--- src/rtl/psev_pkg.sv ---
// ----------------------------------------------------------------------------
// psev_pkg
// Shared types and constants of the postfix stack evaluator.
// ----------------------------------------------------------------------------
package psev_pkg;

    localparam int STACK_DEPTH_DEF = 16;
    localparam int DATA_W          = 32;
    localparam int QUEUE_DEPTH     = 2;
    localparam int OUT_TDATA_W     = 40;

    // Character codes
    localparam logic [7:0] CHAR_SPACE = 8'h20;
    localparam logic [7:0] CHAR_ZERO  = 8'h30;
    localparam logic [7:0] CHAR_NINE  = 8'h39;
    localparam logic [7:0] CHAR_PLUS  = 8'h2B;
    localparam logic [7:0] CHAR_MINUS = 8'h2D;
    localparam logic [7:0] CHAR_STAR  = 8'h2A;
    localparam logic [7:0] CHAR_SLASH = 8'h2F;

    // Special results
    localparam logic [DATA_W-1:0] DIV_ZERO_RESULT   = {DATA_W{1'b1}};
    localparam logic [DATA_W-1:0] UNKNOWN_OP_RESULT = DATA_W'(9999);

    // Status codes
    localparam logic [1:0] ST_OK        = 2'd0;
    localparam logic [1:0] ST_UNDERFLOW = 2'd1;
    localparam logic [1:0] ST_OVERFLOW  = 2'd2;
    localparam logic [1:0] ST_EMPTY     = 2'd3;

    typedef enum logic [2:0] {
        KIND_SKIP,
        KIND_DIGIT,
        KIND_ADD,
        KIND_SUB,
        KIND_MUL,
        KIND_DIV,
        KIND_OTHER
    } kind_t;

    // One classified character as it travels from front to back
    typedef struct packed {
        kind_t      kind;
        logic [3:0] digit;
        logic       last;
    } item_t;

endpackage

--- src/rtl/psev_front.sv ---
// ----------------------------------------------------------------------------
// psev_front
// Accepts characters, classifies them and forwards them to the queue, dropping spaces that do not close an expression.
// ----------------------------------------------------------------------------
module psev_front
(
    input  logic             s_axis_tvalid,
    output logic             s_axis_tready,
    input  logic [7:0]       s_axis_tdata,   // [7:0] char_code
    input  logic             s_axis_tlast,
    input  logic             q_full,
    output logic             q_push,
    output psev_pkg::item_t  q_item
);

    psev_pkg::kind_t kind;
    logic [7:0]      digit_val;

    // Classify the character
    always_comb
    begin
        unique case (s_axis_tdata)
            psev_pkg::CHAR_SPACE: kind = psev_pkg::KIND_SKIP;
            psev_pkg::CHAR_PLUS:  kind = psev_pkg::KIND_ADD;
            psev_pkg::CHAR_MINUS: kind = psev_pkg::KIND_SUB;
            psev_pkg::CHAR_STAR:  kind = psev_pkg::KIND_MUL;
            psev_pkg::CHAR_SLASH: kind = psev_pkg::KIND_DIV;
            default:
            begin
                if (s_axis_tdata >= psev_pkg::CHAR_ZERO && s_axis_tdata <= psev_pkg::CHAR_NINE)
                    kind = psev_pkg::KIND_DIGIT;
                else
                    kind = psev_pkg::KIND_OTHER;
            end
        endcase
    end

    assign digit_val = s_axis_tdata - psev_pkg::CHAR_ZERO;

    // Drop spaces unless they close the expression
    assign s_axis_tready = !q_full;
    assign q_push        = s_axis_tvalid && !q_full
                           && (kind != psev_pkg::KIND_SKIP || s_axis_tlast);
    assign q_item.kind   = kind;
    assign q_item.digit  = digit_val[3:0];
    assign q_item.last   = s_axis_tlast;

endmodule

--- src/rtl/psev_queue.sv ---
// ----------------------------------------------------------------------------
// psev_queue
// Short first-in first-out queue of classified characters.
// ----------------------------------------------------------------------------
module psev_queue
(
    input  logic             clk,
    input  logic             rst_n,
    input  logic             push,
    input  psev_pkg::item_t  push_item,
    output logic             full,
    input  logic             pop,
    output logic             valid,
    output psev_pkg::item_t  head_item
);

    localparam int PTR_W = (psev_pkg::QUEUE_DEPTH > 1) ? $clog2(psev_pkg::QUEUE_DEPTH) : 1;
    localparam int CNT_W = $clog2(psev_pkg::QUEUE_DEPTH + 1);
    localparam logic [PTR_W-1:0] PTR_LAST = PTR_W'(psev_pkg::QUEUE_DEPTH - 1);

    psev_pkg::item_t  entry_reg [psev_pkg::QUEUE_DEPTH];
    logic [PTR_W-1:0] wr_ptr_reg, wr_ptr_next;
    logic [PTR_W-1:0] rd_ptr_reg, rd_ptr_next;
    logic [CNT_W-1:0] count_reg, count_next;
    logic             do_push, do_pop;

    assign full      = (count_reg == CNT_W'(psev_pkg::QUEUE_DEPTH));
    assign valid     = (count_reg != '0);
    assign head_item = entry_reg[rd_ptr_reg];
    assign do_push   = push && !full;
    assign do_pop    = pop && valid;

    // Advance pointers and fill level
    always_comb
    begin
        wr_ptr_next = wr_ptr_reg;
        rd_ptr_next = rd_ptr_reg;
        count_next  = count_reg;
        if (do_push)
            wr_ptr_next = (wr_ptr_reg == PTR_LAST) ? '0 : wr_ptr_reg + PTR_W'(1);
        if (do_pop)
            rd_ptr_next = (rd_ptr_reg == PTR_LAST) ? '0 : rd_ptr_reg + PTR_W'(1);
        if (do_push && !do_pop)
            count_next = count_reg + CNT_W'(1);
        else if (do_pop && !do_push)
            count_next = count_reg - CNT_W'(1);
    end

    always_ff @(posedge clk or negedge rst_n)
    begin
        if (!rst_n)
        begin
            wr_ptr_reg <= '0;
            rd_ptr_reg <= '0;
            count_reg  <= '0;
        end
        else
        begin
            wr_ptr_reg <= wr_ptr_next;
            rd_ptr_reg <= rd_ptr_next;
            count_reg  <= count_next;
        end
    end

    // Store entries
    always_ff @(posedge clk)
    begin
        if (do_push)
            entry_reg[wr_ptr_reg] <= push_item;
    end

endmodule

--- src/rtl/psev_div.sv ---
// ----------------------------------------------------------------------------
// psev_div
// Iterative signed divider, truncating toward zero, one quotient bit a cycle.
// ----------------------------------------------------------------------------
module psev_div
(
    input  logic                        clk,
    input  logic                        rst_n,
    input  logic                        start,
    input  logic [psev_pkg::DATA_W-1:0] dividend,
    input  logic [psev_pkg::DATA_W-1:0] divisor,
    output logic                        done,
    output logic [psev_pkg::DATA_W-1:0] quotient
);

    localparam int W     = psev_pkg::DATA_W;
    localparam int CNT_W = $clog2(W + 1);

    logic             busy_reg, busy_next;
    logic             done_reg, done_next;
    logic [CNT_W-1:0] cnt_reg, cnt_next;
    logic [W-1:0]     rem_reg, rem_next;
    logic [W-1:0]     quo_reg, quo_next;
    logic [W-1:0]     den_reg, den_next;
    logic             neg_reg, neg_next;
    logic [W:0]       rem_shift;
    logic [W:0]       diff;

    assign rem_shift = {rem_reg, quo_reg[W-1]};
    assign diff      = rem_shift - {1'b0, den_reg};

    // Load magnitudes, then shift and subtract once per cycle
    always_comb
    begin
        busy_next = busy_reg;
        done_next = 1'b0;
        cnt_next  = cnt_reg;
        rem_next  = rem_reg;
        quo_next  = quo_reg;
        den_next  = den_reg;
        neg_next  = neg_reg;
        if (start)
        begin
            busy_next = 1'b1;
            cnt_next  = CNT_W'(W);
            rem_next  = '0;
            quo_next  = dividend[W-1] ? (W'(0) - dividend) : dividend;
            den_next  = divisor[W-1] ? (W'(0) - divisor) : divisor;
            neg_next  = dividend[W-1] ^ divisor[W-1];
        end
        else if (busy_reg)
        begin
            if (!diff[W])
            begin
                rem_next = diff[W-1:0];
                quo_next = {quo_reg[W-2:0], 1'b1};
            end
            else
            begin
                rem_next = rem_shift[W-1:0];
                quo_next = {quo_reg[W-2:0], 1'b0};
            end
            cnt_next = cnt_reg - CNT_W'(1);
            if (cnt_reg == CNT_W'(1))
            begin
                busy_next = 1'b0;
                done_next = 1'b1;
            end
        end
    end

    always_ff @(posedge clk or negedge rst_n)
    begin
        if (!rst_n)
        begin
            busy_reg <= 1'b0;
            done_reg <= 1'b0;
            cnt_reg  <= '0;
        end
        else
        begin
            busy_reg <= busy_next;
            done_reg <= done_next;
            cnt_reg  <= cnt_next;
        end
    end

    always_ff @(posedge clk)
    begin
        rem_reg <= rem_next;
        quo_reg <= quo_next;
        den_reg <= den_next;
        neg_reg <= neg_next;
    end

    // Restore the sign
    assign done     = done_reg;
    assign quotient = neg_reg ? (W'(0) - quo_reg) : quo_reg;

endmodule

--- src/rtl/psev_back.sv ---
// ----------------------------------------------------------------------------
// psev_back
// Executes classified characters on the operand stack and emits results.
// ----------------------------------------------------------------------------
module psev_back
#(
    parameter int STACK_DEPTH = psev_pkg::STACK_DEPTH_DEF
)
(
    input  logic                              clk,
    input  logic                              rst_n,
    input  logic                              q_valid,
    input  psev_pkg::item_t                   q_item,
    output logic                              q_pop,
    output logic                              m_axis_tvalid,
    input  logic                              m_axis_tready,
    output logic [psev_pkg::OUT_TDATA_W-1:0]  m_axis_tdata   // [31:0] value,
                                                             // [33:32] status,
                                                             // [34] divided_by_zero
);

    localparam int W      = psev_pkg::DATA_W;
    localparam int CNT_W  = $clog2(STACK_DEPTH + 1);
    localparam int ADDR_W = $clog2(STACK_DEPTH);
    localparam int PAD_W  = psev_pkg::OUT_TDATA_W - W - 3;

    localparam logic [1:0] S_IDLE = 2'd0;
    localparam logic [1:0] S_READ = 2'd1;
    localparam logic [1:0] S_DIV  = 2'd2;
    localparam logic [1:0] S_EMIT = 2'd3;

    logic [1:0]       state_reg, state_next;
    logic [CNT_W-1:0] count_reg, count_next;
    logic [1:0]       err_reg, err_next;
    logic             dz_reg, dz_next;
    logic [W-1:0]     tos_reg, tos_next;
    psev_pkg::kind_t  kind_reg, kind_next;
    logic             last_reg, last_next;
    logic             out_valid_reg, out_valid_next;
    logic [W-1:0]     out_value_reg, out_value_next;
    logic [1:0]       out_status_reg, out_status_next;
    logic             out_dz_reg, out_dz_next;

    // Stack memory holds the entries below the top; the top lives in tos_reg
    logic [W-1:0]      stack_mem [STACK_DEPTH];
    logic [W-1:0]      rd_data_reg;
    logic              wr_en, rd_en;
    logic [ADDR_W-1:0] wr_addr, rd_addr;
    logic [CNT_W-1:0]  cnt_m1, cnt_m2;

    logic          div_start, div_done;
    logic [W-1:0]  div_quot;
    logic [W-1:0]  mul_res;
    logic          empty;

    assign cnt_m1  = count_reg - CNT_W'(1);
    assign cnt_m2  = count_reg - CNT_W'(2);
    assign wr_addr = cnt_m1[ADDR_W-1:0];
    assign rd_addr = cnt_m2[ADDR_W-1:0];
    assign mul_res = rd_data_reg * tos_reg;
    assign empty   = (count_reg == '0);

    psev_div u_div
    (
        .clk      (clk),
        .rst_n    (rst_n),
        .start    (div_start),
        .dividend (rd_data_reg),
        .divisor  (tos_reg),
        .done     (div_done),
        .quotient (div_quot)
    );

    // Sequence one item at a time
    always_comb
    begin
        state_next      = state_reg;
        count_next      = count_reg;
        err_next        = err_reg;
        dz_next         = dz_reg;
        tos_next        = tos_reg;
        kind_next       = kind_reg;
        last_next       = last_reg;
        out_valid_next  = out_valid_reg;
        out_value_next  = out_value_reg;
        out_status_next = out_status_reg;
        out_dz_next     = out_dz_reg;
        q_pop           = 1'b0;
        wr_en           = 1'b0;
        rd_en           = 1'b0;
        div_start       = 1'b0;

        // Drop the result once the sink takes it
        if (out_valid_reg && m_axis_tready)
            out_valid_next = 1'b0;

        unique case (state_reg)
            S_IDLE:
            begin
                if (q_valid)
                begin
                    q_pop     = 1'b1;
                    kind_next = q_item.kind;
                    last_next = q_item.last;
                    unique case (q_item.kind)
                        psev_pkg::KIND_SKIP:
                        begin
                        end
                        psev_pkg::KIND_DIGIT:
                        begin
                            if (count_reg == CNT_W'(STACK_DEPTH))
                            begin
                                if (err_reg == psev_pkg::ST_OK)
                                    err_next = psev_pkg::ST_OVERFLOW;
                            end
                            else
                            begin
                                wr_en      = !empty;
                                tos_next   = W'(q_item.digit);
                                count_next = count_reg + CNT_W'(1);
                            end
                        end
                        default:
                        begin
                            if (count_reg < CNT_W'(2))
                            begin
                                if (err_reg == psev_pkg::ST_OK)
                                    err_next = psev_pkg::ST_UNDERFLOW;
                            end
                            else
                            begin
                                rd_en      = 1'b1;
                                state_next = S_READ;
                            end
                        end
                    endcase
                    if (state_next == S_IDLE && q_item.last)
                        state_next = S_EMIT;
                end
            end
            S_READ:
            begin
                count_next = cnt_m1;
                state_next = last_reg ? S_EMIT : S_IDLE;
                unique case (kind_reg)
                    psev_pkg::KIND_ADD: tos_next = rd_data_reg + tos_reg;
                    psev_pkg::KIND_SUB: tos_next = rd_data_reg - tos_reg;
                    psev_pkg::KIND_MUL: tos_next = mul_res;
                    psev_pkg::KIND_DIV:
                    begin
                        if (tos_reg == '0)
                        begin
                            tos_next = psev_pkg::DIV_ZERO_RESULT;
                            dz_next  = 1'b1;
                        end
                        else
                        begin
                            div_start  = 1'b1;
                            count_next = count_reg;
                            state_next = S_DIV;
                        end
                    end
                    default: tos_next = psev_pkg::UNKNOWN_OP_RESULT;
                endcase
            end
            S_DIV:
            begin
                if (div_done)
                begin
                    tos_next   = div_quot;
                    count_next = cnt_m1;
                    state_next = last_reg ? S_EMIT : S_IDLE;
                end
            end
            S_EMIT:
            begin
                // Hold until the output register is free
                if (!out_valid_reg || m_axis_tready)
                begin
                    out_valid_next = 1'b1;
                    out_value_next = empty ? '0 : tos_reg;
                    if (err_reg != psev_pkg::ST_OK)
                        out_status_next = err_reg;
                    else if (empty)
                        out_status_next = psev_pkg::ST_EMPTY;
                    else
                        out_status_next = psev_pkg::ST_OK;
                    out_dz_next = dz_reg;
                    count_next  = '0;
                    err_next    = psev_pkg::ST_OK;
                    dz_next     = 1'b0;
                    state_next  = S_IDLE;
                end
            end
            default: state_next = S_IDLE;
        endcase
    end

    always_ff @(posedge clk or negedge rst_n)
    begin
        if (!rst_n)
        begin
            state_reg     <= S_IDLE;
            count_reg     <= '0;
            err_reg       <= psev_pkg::ST_OK;
            dz_reg        <= 1'b0;
            out_valid_reg <= 1'b0;
        end
        else
        begin
            state_reg     <= state_next;
            count_reg     <= count_next;
            err_reg       <= err_next;
            dz_reg        <= dz_next;
            out_valid_reg <= out_valid_next;
        end
    end

    always_ff @(posedge clk)
    begin
        tos_reg        <= tos_next;
        kind_reg       <= kind_next;
        last_reg       <= last_next;
        out_value_reg  <= out_value_next;
        out_status_reg <= out_status_next;
        out_dz_reg     <= out_dz_next;
    end

    // Spill the old top on push, fetch the left operand on an operator
    always_ff @(posedge clk)
    begin
        if (wr_en)
            stack_mem[wr_addr] <= tos_reg;
        if (rd_en)
            rd_data_reg <= stack_mem[rd_addr];
    end

    assign m_axis_tvalid = out_valid_reg;
    assign m_axis_tdata  = {PAD_W'(0), out_dz_reg, out_status_reg, out_value_reg};

endmodule

--- src/rtl/postfix_stack_evaluator.sv ---
// ----------------------------------------------------------------------------
// postfix_stack_evaluator
// Evaluates postfix expressions streamed one character per transaction.
// ----------------------------------------------------------------------------
//  Channel   Direction  Payload                                   Marker
//  s_axis    in         tdata[7:0] char_code                      tlast end_of_expression
//  m_axis    out        tdata[31:0] value, [33:32] status,        -
//                       [34] divided_by_zero, [39:35] zero
//
//  Execution: a digit or a closing space is handled in S_IDLE (other spaces
//  drop at the front), an add, subtract, multiply or unknown operator also
//  in S_READ (stack read), a divide by nonzero in S_DIV (one quotient bit a cycle);
//  closing an expression adds S_EMIT to load the result register.
//  Reset: control state clears at once; stack memory needs no clearing pass.
//  Stalls: a two-entry queue takes characters while execution is busy until it
//  fills; the result register lets the next expression proceed until its own end.
// ----------------------------------------------------------------------------
module postfix_stack_evaluator
#(
    parameter int STACK_DEPTH = psev_pkg::STACK_DEPTH_DEF
)
(
    input  logic                              clk,
    input  logic                              rst_n,
    input  logic                              s_axis_tvalid,
    output logic                              s_axis_tready,
    input  logic [7:0]                        s_axis_tdata,   // [7:0] char_code
    input  logic                              s_axis_tlast,   // end_of_expression
    output logic                              m_axis_tvalid,
    input  logic                              m_axis_tready,
    output logic [psev_pkg::OUT_TDATA_W-1:0]  m_axis_tdata    // [31:0] value,
                                                              // [33:32] status,
                                                              // [34] divided_by_zero
);

    logic            q_full, q_push, q_valid, q_pop;
    psev_pkg::item_t push_item, head_item;

    psev_front u_front
    (
        .s_axis_tvalid (s_axis_tvalid),
        .s_axis_tready (s_axis_tready),
        .s_axis_tdata  (s_axis_tdata),
        .s_axis_tlast  (s_axis_tlast),
        .q_full        (q_full),
        .q_push        (q_push),
        .q_item        (push_item)
    );

    psev_queue u_queue
    (
        .clk       (clk),
        .rst_n     (rst_n),
        .push      (q_push),
        .push_item (push_item),
        .full      (q_full),
        .pop       (q_pop),
        .valid     (q_valid),
        .head_item (head_item)
    );

    psev_back #(.STACK_DEPTH(STACK_DEPTH)) u_back
    (
        .clk           (clk),
        .rst_n         (rst_n),
        .q_valid       (q_valid),
        .q_item        (head_item),
        .q_pop         (q_pop),
        .m_axis_tvalid (m_axis_tvalid),
        .m_axis_tready (m_axis_tready),
        .m_axis_tdata  (m_axis_tdata)
    );

endmodule

--- config.mk ---
export PLATFORM = sky130hd
export DESIGN_NAME = postfix_stack_evaluator
export DESIGN_NICKNAME = d
export VERILOG_FILES = /design/src/rtl/psev_pkg.sv /design/src/rtl/psev_front.sv /design/src/rtl/psev_queue.sv /design/src/rtl/psev_div.sv /design/src/rtl/psev_back.sv /design/src/rtl/postfix_stack_evaluator.sv
export SDC_FILE = /design/constraint.sdc
export NUM_CORES = 2
export LEC_CHECK = 0
export ABC_AREA = 1
export BUFFER_PORTS_ARGS = -buffer_cell sky130_fd_sc_hd__buf_2
export CAP_MARGIN = 20
export CORE_ASPECT_RATIO = 1.2
export CORE_MARGIN = 4
export CORE_UTILIZATION = 59
export DETAILED_ROUTE_END_ITERATION = 6
export PLACE_DENSITY_LB_ADDON = 0.2
export SLEW_MARGIN = 40
export SYNTH_ARGS = -nofsm -noshare
export SYNTH_HDL_FRONTEND = slang
export SYNTH_HIERARCHICAL = 1
export SYNTH_SLANG_ARGS = --single-unit
export TNS_END_PERCENT = 5
--- constraint.sdc ---
create_clock -name clk -period 7.3 [get_ports clk]
set_input_delay 0.73 -clock clk [delete_from_list [all_inputs] [get_ports clk]]
set_output_delay 0.73 -clock clk [all_outputs]
set_load 0.02 [all_outputs]
==> reports/results.tsv <==
stage	metric	value	unit
placed_design	post-placement setup slack	0.1280	ns
setup_path	Reg2Reg Depth	28	
setup_path	kind of critical path	reg2reg	
timing	Tcrit/Tclk final	98.00	%
die	die area	97460	sq um
setup_path	delay-heaviest family, CP	adder cells	
global_routing	largest net degree at the start of global routing	223	
setup_path	WP depth	28	
placed_design	Inst Count DP	7416	
clock_tree	cts hold-fix bufs	0	
layout	FF/Latch Area	22120	sq um
placed_design	number of I/O port buffers	49	
clock_tree	TritonCTS clock tree	done	
setup_path	Worst Path Max Fanout	17	
timing	Fmax	139.8	MHz
outcome	status	finished clean	
layout	fin area	60150	sq um
timing	fin crit period	7.154	ns
synthesis	register area share after synthesis	40.52	%
synthesis	mapped cell area	54580	sq um
layout	fillcell total	7420	
layout	area of the multi-input gates	27080	sq um
timing	endpoints failing setup	0	
setup_path	crit path DAT	7.55	ns
setup_path	Critical path origin	u_back/tos_reg[5]	
die	starting density of the core	59.79	%
timing	Final Max Tran Viols	0	
worst_hold_path	worst hold-check path type	in2async	
global_routing	gr ovfl total	0	
clock_tree	TritonCTS Buffers	79	
layout	Nets	6902	
synthesis	Synth Warn #	6	
timing	RSZ-0062 raised after global routing	yes	
routing	DR vias/cell	5.775	
setup_path	CP most frequent cell	fa_1	
clock_tree	Worst-path clk slew	0.07	ns
die	Core Footprint	91290	sq um
timing	final setup margin	0.1460	ns
setup_path	Slowest cell on crit path	fa_1	
die	die span in y	341.2	microns
layout	synthesis-to-layout area growth	10.20	%
die	IO Count	55	
clock_tree	H-tree Lvls	3	
layout	Post-Layout Cell Count	7571	
layout	most common cell after layout, fill and taps aside	nand2_1	
global_routing	vias in the first global route	43540	
layout	Most flops, register	u_back/stack_mem	
layout	layout cell share with drive strength beyond 1	7.903	%
timing	Slew headroom	41.94	%
timing	Final Hold Fails	0	
routing	DR vias	43720	
routing	wire length per cell	22.07	microns
clock_tree	root buf cell	clkbuf_16	
global_routing	total global-route track usage	34.13	%
setup_path	highest cell delay on the worst timing path	0.56	ns
routing	# DRC	0	
layout	commonest non-fill, non-tap cells in the layout	nand2_1 (1468), inv_1 (1201), edfxtp_1 (696)	
die	Die Width	285.7	microns
synthesis	Synth Flop Type	edfxtp_1	
routing	TritonRoute pass-1 iters	7	
synthesis	Post-synth EDFFs	696	
setup_path	critical path buffer and inverter count	6	
clock_tree	worst-skew pair later-pin latency	0.66	ns
timing	WHS	0.1227	ns
setup_path	Worst setup SP type	flip-flop	
timing	Worst Clk Skew	0.03059	ns
setup_path	Setup crit end kind	flip-flop	
synthesis	Synth Instances	6227	
routing	drt initial violations	4741	
timing	worst slew pin tran	0.8708	ns
global_routing	first-pass GRT wire length	253100	microns
clock_tree	Num Clock Sinks	751	
flow_run	max_cap viols	0	
layout	max FFs per register	512	
setup_path	r2r startpoint	u_back/tos_reg[5]	
clock_tree	Max Buffers Root-to-Sink	3	
synthesis	Unique masters post-synth	64	
routing	remaining antenna violation count	0	
global_routing	number of antenna violations at the first check in global routing	3	
placed_design	Cell Area, Placed	57210	sq um
routing	final wirelength	167100	microns
placed_design	HPWL Detailed	117000	microns
placed_design	gp weighted congestion	0.9973	
setup_path	CP Data Required Time	7.69	ns
synthesis	Post-synth ARST share	3.063	%
die	Rows	121	
synthesis	Yosys reg bits	751	
synthesis	synthesized area per cell	8.766	sq um
## worst register-to-register path: cells and delay by family, from the launching register on
kind / cells / cell delay, ns
buf+inv: 6 / 0.49
compound gates: 5 / 0.91
flops: 1 / 0.50
simple gates: 8 / 0.84
fa+ha+maj: 9 / 4.12
## worst paths after layout
kind / to / slack, ns
setup / recovery: u_back/tos_reg[26] / 0.15
hold / removal: u_back/u_div/cnt_reg[5] / 0.12
setup reg to reg: u_back/tos_reg[26] / 0.15
hold reg to reg: u_back/u_div/rem_reg[22] / 0.47
max in group asynchronous: u_back/count_reg[0] / 6.66
min in group clk: u_queue/entry_reg[1][0] / 0.31
## cells in the mapped netlist, types with 3 or more instances
library cell / n / area [sq um]
inv_2: 8 / 30.03
nor2_1: 494 / 1854
buf_6: 6 / 67.56
nor3_1: 52 / 260.3
o21ai_0: 413 / 2067
a31o_2: 3 / 26.28
nand2_4: 5 / 56.30
nand3b_1: 12 / 90.09
nand2_1: 1470 / 5518
and2_1: 7 / 43.79
inv_1: 1206 / 4527
a21oi_2: 3 / 26.28
o221ai_1: 104 / 910.9
a21oi_1: 157 / 785.8
edfxtp_1: 696 / 20900
o211ai_1: 39 / 292.8
fa_1: 410 / 8208
ha_1: 207 / 2590
a21o_1: 12 / 90.09
a31oi_1: 15 / 93.84
clkinv_1: 3 / 11.26
nand3_1: 227 / 1136
nor4_1: 10 / 62.56
dfxtp_1: 32 / 640.6
nor2_2: 4 / 25.02
dfrtp_1: 23 / 575.6
or2_2: 21 / 131.4
o21bai_1: 14 / 105.1
o2111ai_1: 4 / 35.03
clkbuf_1: 223 / 837.1
o21ai_1: 10 / 50.05
o31ai_1: 6 / 45.04
buf_2: 17 / 85.08
nor3_2: 6 / 60.06
buf_1: 31 / 116.4
xnor2_1: 60 / 525.5
nand2_2: 8 / 50.05
nand4_1: 40 / 250.2
o22ai_1: 33 / 206.5
buf_4: 12 / 90.09
xor2_1: 92 / 805.8
## repair_timing
| item | in CTS | in global routing |
|---|---|---|
| resized for setup | 0 | 43 |
| endpoints found under the setup margin | 0 | 13 |
| setup buffers | 0 | 3 |
## metal layers
layer	GRT usage [%]	vias up	share of wire, %
li1	-	19900	-
met1	43.26	21110	37
met2	56.94	2230	48
met3	5.563	480	9.2
met4	17.54	4	5.9
met5	0	-	0.014
## cell type report
| cell class | instances | share of cell area (%) |
|---|---|---|
| multi-input combinational | 3973 | 45.02 |
| sequential | 751 | 36.78 |
| clock buffer | 99 | 3.567 |
| tap | 1230 | 2.559 |
| clock inverter | 49 | 0.8009 |
| inverter | 1217 | 7.607 |
| timing repair buffer | 250 | 3.653 |
| antenna | 2 | 0.008321 |
## kinds of logic after synthesis
family                   after synthesis  synth area share, %
AND/OR/NAND/NOR                     2373                17.78
buffers and inverters               1507                10.60
AO/OA/AOI/OAI                        826                8.873
flip-flops                           751                40.52
adder cells (fa/ha/maj)              617                19.78
XOR/XNOR                             152                2.439
other                                  1             0.006870
## per-stage QoR
stage / TNS [ns] / util [%]
global placement: 0 / 62.60
detailed placement: 0 / 62.67
finish: 0 / 65.89
CTS: 0 / 65.55
global route: -0.1753 / 65.88
floorplan: 0 / -
Power is left out: the tool's default activity adds up to more than one toggle a clock period on the data nets, which glitch-free logic cannot reach.
